`src/design/ott_pkg.sv`:
```
// ----------------------------------------------------------------------------
// ott_pkg: ordered timer table shared definitions
// Field widths, operation and status codes, and the cell interface types.
// ----------------------------------------------------------------------------
package ott_pkg;

   localparam int NUM_TIMERS_DEF = 32;
   localparam int OP_W           = 3;
   localparam int ID_W           = 6;
   localparam int EXP_ID_W       = 5;
   localparam int REM_W          = 24;
   localparam int STEP_W         = 16;
   localparam int STATUS_W       = 3;
   localparam logic [STEP_W-1:0] TICK_STEP_RST = STEP_W'(100);

   typedef enum logic [OP_W-1:0] {
      OP_START = 3'd0,
      OP_STOP  = 3'd1,
      OP_TEST  = 3'd2,
      OP_TICK  = 3'd3,
      OP_POLL  = 3'd4
   } op_type;

   typedef enum logic [STATUS_W-1:0] {
      ST_OK           = 3'd0,
      ST_BAD_ID       = 3'd1,
      ST_RUNNING      = 3'd2,
      ST_NOT_RUNNING  = 3'd3,
      ST_NONE_EXPIRED = 3'd4
   } status_type;

   // Update command for one cell.
   typedef struct packed {
      logic tick;    // lower remaining time by the step, clamp at zero
      logic shift;   // take the upper neighbor's contents
      logic load;    // append a new entry here
   } cell_cmd_type;

   // Contents of one cell, also handed to the lower neighbor.
   typedef struct packed {
      logic             valid;
      logic [ID_W-1:0]  id;
      logic [REM_W-1:0] remaining;
   } cell_data_type;

endpackage

```
`src/design/ott_cell.sv`:
```
// ----------------------------------------------------------------------------
// ott_cell: one entry of the ordered timer list
// Holds id and remaining time, flags a match, ticks, shifts down or loads.
// ----------------------------------------------------------------------------
module ott_cell (
   input  logic                           clock,
   input  logic                           reset,
   input  ott_pkg::cell_cmd_type          cmd,
   input  logic                           match_zero,
   input  logic [ott_pkg::ID_W-1:0]       cmp_id,
   input  logic [ott_pkg::REM_W-1:0]      load_rem,
   input  logic [ott_pkg::STEP_W-1:0]     tick_step,
   input  ott_pkg::cell_data_type         upper,
   output ott_pkg::cell_data_type         data,
   output logic                           hit
);

   logic                          valid_ff, valid_in;
   logic [ott_pkg::ID_W-1:0]      id_ff, id_in;
   logic [ott_pkg::REM_W-1:0]     rem_ff, rem_in;
   logic                          hit_ff, hit_in;
   logic [ott_pkg::REM_W-1:0]     step_ext;

   assign step_ext = ott_pkg::REM_W'(tick_step);

   always_comb begin
      valid_in = valid_ff;
      id_in    = id_ff;
      rem_in   = rem_ff;
      priority if (cmd.shift) begin
         valid_in = upper.valid;
         id_in    = upper.id;
         rem_in   = upper.remaining;
      end else if (cmd.load) begin
         valid_in = 1'b1;
         id_in    = cmp_id;
         rem_in   = load_rem;
      end else if (cmd.tick) begin
         rem_in = (rem_ff > step_ext) ? rem_ff - step_ext : '0;
      end
      // match on a zero remaining time for poll, on the id otherwise
      hit_in = valid_ff & (match_zero ? (rem_ff == '0) : (id_ff == cmp_id));
   end

   always_ff @(posedge clock) begin
      if (reset) begin
         valid_ff <= 1'b0;
         hit_ff   <= 1'b0;
      end else begin
         valid_ff <= valid_in;
         hit_ff   <= hit_in;
      end
   end

   always_ff @(posedge clock) begin
      id_ff  <= id_in;
      rem_ff <= rem_in;
   end

   assign data.valid     = valid_ff;
   assign data.id        = id_ff;
   assign data.remaining = rem_ff;
   assign hit            = hit_ff;

endmodule

```
`config.mk`:
```
export PLATFORM = sky130hd
export DESIGN_NAME = ott_cell
export DESIGN_NICKNAME = d
export VERILOG_FILES = /design/src/design/ott_pkg.sv /design/src/design/ott_cell.sv
export SDC_FILE = /design/constraint.sdc
export NUM_CORES = 1
export LEC_CHECK = 0
export BUFFER_PORTS_ARGS = -buffer_cell sky130_fd_sc_hd__buf_4
export CORE_UTILIZATION = 50
export CTS_BUF_LIST = sky130_fd_sc_hd__clkbuf_4
export CTS_CLUSTER_DIAMETER = 60
export CTS_CLUSTER_SIZE = 16
export DETAILED_ROUTE_END_ITERATION = 12
export PLACE_DENSITY = 0.83
export SYNTH_ARGS = -nofsm -noshare
export SYNTH_HDL_FRONTEND = slang
export SYNTH_SLANG_ARGS = --single-unit
export TNS_END_PERCENT = 50
```
`constraint.sdc`:
```
create_clock -name clock -period 3.6 [get_ports clock]
set_clock_uncertainty 0.2 [all_clocks]
set_input_delay 0.54 -clock clock [delete_from_list [all_inputs] [get_ports clock]]
set_output_delay 0.54 -clock clock [all_outputs]
set_load 0.1 [all_outputs]
```
==> metrics.txt <==
status=finished clean; mux share of post-synthesis cell area=2.44%; RSZ-0062 raised after global routing=no; worst r2r dst=rem_ff[22]; Hold Path Depth=2; DR vias/cell=5.83; sequential area share after synthesis=roughly a third; crit end category=register; Syn Inst Count=just under 300; CTS Buffer Depth=2; fin crit period=around 3.2 ns; Root Buffer=clkbuf_4; arrival time worst endpoint=just over 3 ns; combinational share of power=56.2%; Final Hold Fails=0; area share of the leading cell type in the synthesized netlist=between 30% and 40%; latest clock arrival within the worst-skew pair=about 0.35 ns; H-tree depth=2; # rows=26; Placed Area=between 3000 and 4000 um^2; fin util=~70%; Post-CTS Hold Buffers=0; final setup vio count=0; Avg Synthesized Cell Area=around 9.5 um^2; post-DP HPWL=approximately 6.3 mm; largest net degree at the start of global routing=47; Yosys warnings=0; ys async rst share=0%; largest family of logic cells by synthesized area=compound AO/OA/AOI/OAI gates; Setup Fix Bufs, Post-CTS=0; Crit path required time=approximately 3.5 ns; synth cell count leaders=inv_1, edfxtp_1, a21oi_1; post-synthesis xor/xnor area fraction=under 10%; crit path kind=register to register; hold_sp=reset; pre-CTS WS=0.346 ns; Layout area overhead=33.0%; most frequent cell after synthesis=inv_1; slew margin rel.=51.5%; peak supply drop=around 0.36 mV; CTS sink count=32; CTS tree=done; max_cap viols=0; Cell Area, Synth=around 2800 um^2; IO Pins=115; die area=5850 um^2; Synth cell types=60; Switch Pwr=932 uW; fin nets=499; final WL=8.01 mm; hold slack=around 0.15 ns; wire length per cell=between 15 and 20 um; fin crit share=88.4%; gr usage total=between 20% and 30%; Post-Synth Adder-Cell Area=approximately 8%; starting density of the core=a little over half; cells on worst reg2reg path=11; Worst-path clk slew=0.12 ns; post-cts sizing count=0; Worst-Margin Slew=a little over 0.7 ns; CP Launch Type=register; DR vias=between 2000 and 3000; Worst Path Max Fanout=14; die width=76.5 um; Hold Path Class=primary input to register; ANT cells=0; Post-synth top flop=edfxtp_1; CORE AREA=between 5000 and 6000 um^2; number of CTS-inserted buffers=5; share of layout cells above drive strength 1=between 30% and 40%; drt first pass iters=6; drt drc=0; #FFs+latches synth=32; Slew Viols, Final=0; Routed Antenna Nets=0; Reg power frac=between 20 and 30%; WHS Endpoint=hit; Fin Setup TNS=0 ns; Post-synth EDFFs=30; setup ws final=0.416 ns; leakage=about 0.0016 uW; Finished Cell Area=between 3000 and 4000 um^2; Clock power frac=roughly 16%; GP Congestion=0.934; Int Power=about 960 uW; top cells by area, synth=edfxtp_1, ha_1, a21oi_1; max frequency=roughly 310 MHz; Iter 0 DRT Violations=around 230; syn nets=just under 400; reg-to-reg startpoint=rem_ff[0]; switching share of power=49.4%; post-synthesis compound-gate area fraction=between 20% and 30%; reg-to-reg slack, setup=0.42 ns; number of global-route vias before repair=about 2700; Post-Synth Simple-Gate Area=13.4%; Yosys top cell by area=edfxtp_1; GRT overflow=0; PwrDens=between 500 and 600 nW/um^2; initial antenna violation count=0; first-pass GRT wire length=13.0 mm; DIE HEIGHT=76.5 um; PortBufs=114
-- cells in the final DEF (no fill, tap or decap), types with 3 or more instances in the layout --
cell / synthesis / layout
edfxtp_1: 30 / 30
mux2_2: 6 / 6
a21o_1: 3 / 3
nand3_1: 4 / 4
ha_1: 16 / 16
a221oi_2: 8 / 8
nor3_2: 4 / 4
nand2_1: 15 / 15
o21a_1: 5 / 5
nor2_1: 10 / 10
a21oi_1: 25 / 25
nor4_1: 4 / 4
nand4_1: 5 / 5
o21ai_0: 9 / 9
o21ai_1: 10 / 10
buf_4: 2 / 115
inv_1: 31 / 31
nor3_1: 10 / 10
a2bb2oi_1: 3 / 3
xor2_1: 13 / 13
a22oi_1: 9 / 9
clkbuf_4: 1 / 5
xnor2_1: 13 / 13
a211oi_1: 3 / 3
-- per-layer routing --
layer | track usage (%) | wire, um | vias up
met3 | 7.54 | 713 | 20
li1 | - | - | 1302
met4 | 7.50 | 160 | 0
met1 | 37.1 | 3390 | 1271
met2 | 45.6 | 3740 | 149
met5 | 0 | 0 | -
-- layout make-up --
type | instances | area (um^2)
sequential | 32 | 941
fill | 435 | 1550
clock inverter | 3 | 46.3
multi-input combinational | 214 | 1600
timing repair buffer | 115 | 863
clock buffer | 5 | 37.5
inverter | 31 | 116
tap | 70 | 87.6
-- cell families after synthesis --
logic type               after synthesis
AO/OA/AOI/OAI                         97
XOR/XNOR                              26
adder cells (fa/ha/maj)               17
buffers and inverters                 47
flip-flops                            32
multiplexers                           6
AND/OR/NAND/NOR                       68
-- worst max-delay path by stage --
stage                 start         end  slack [ns]  cells past startpoint
2_1_floorplan     rem_ff[0]  rem_ff[10]        0.48                     11
3_3_place_gp   tick_step[0]  rem_ff[22]        0.44                     11
3_5_place_dp   tick_step[0]  rem_ff[22]        0.35                     11
4_1_cts           rem_ff[0]  rem_ff[22]        0.43                     11
5_1_grt           rem_ff[0]  rem_ff[22]        0.21                     11
6_report          rem_ff[0]  rem_ff[22]        0.42                     11
-- sequential cells by signal, indices dropped and copies added, names as in the netlist --
| signal | flops |
|---|---|
| rem_ff | 24 |
| id_ff | 6 |
| hit | 1 |
| valid_ff | 1 |
-- power groups by stage --
stage	clock [uW]	combinational, uW	sequential, uW
floorplan	0	434	897
detailed placement	0	1040	538
global placement	0	1030	536
global route	316	1120	538
CTS	303	1050	530
finish	297	1060	530
-- metrics by stage --
step	instances	power, uW
2_1_floorplan	293	1330
3_3_place_gp	462	1570
3_5_place_dp	462	1580
4_1_cts	470	1880
5_1_grt	470	1970
6_report	470	1890
-- critical path: stages (launching register included) --
cell and delay, ns:
edfxtp_1 0.47, inv_1 0.09, ha_1 0.16, inv_1 0.06, fa_1 0.44, a211oi_2 0.26
o211ai_2 0.13, nand3_1 0.12, nand2_2 0.10, o2bb2ai_2 0.29, nand2_1 0.39, o221ai_1 0.18
Power figures use the tool's default switching activity.
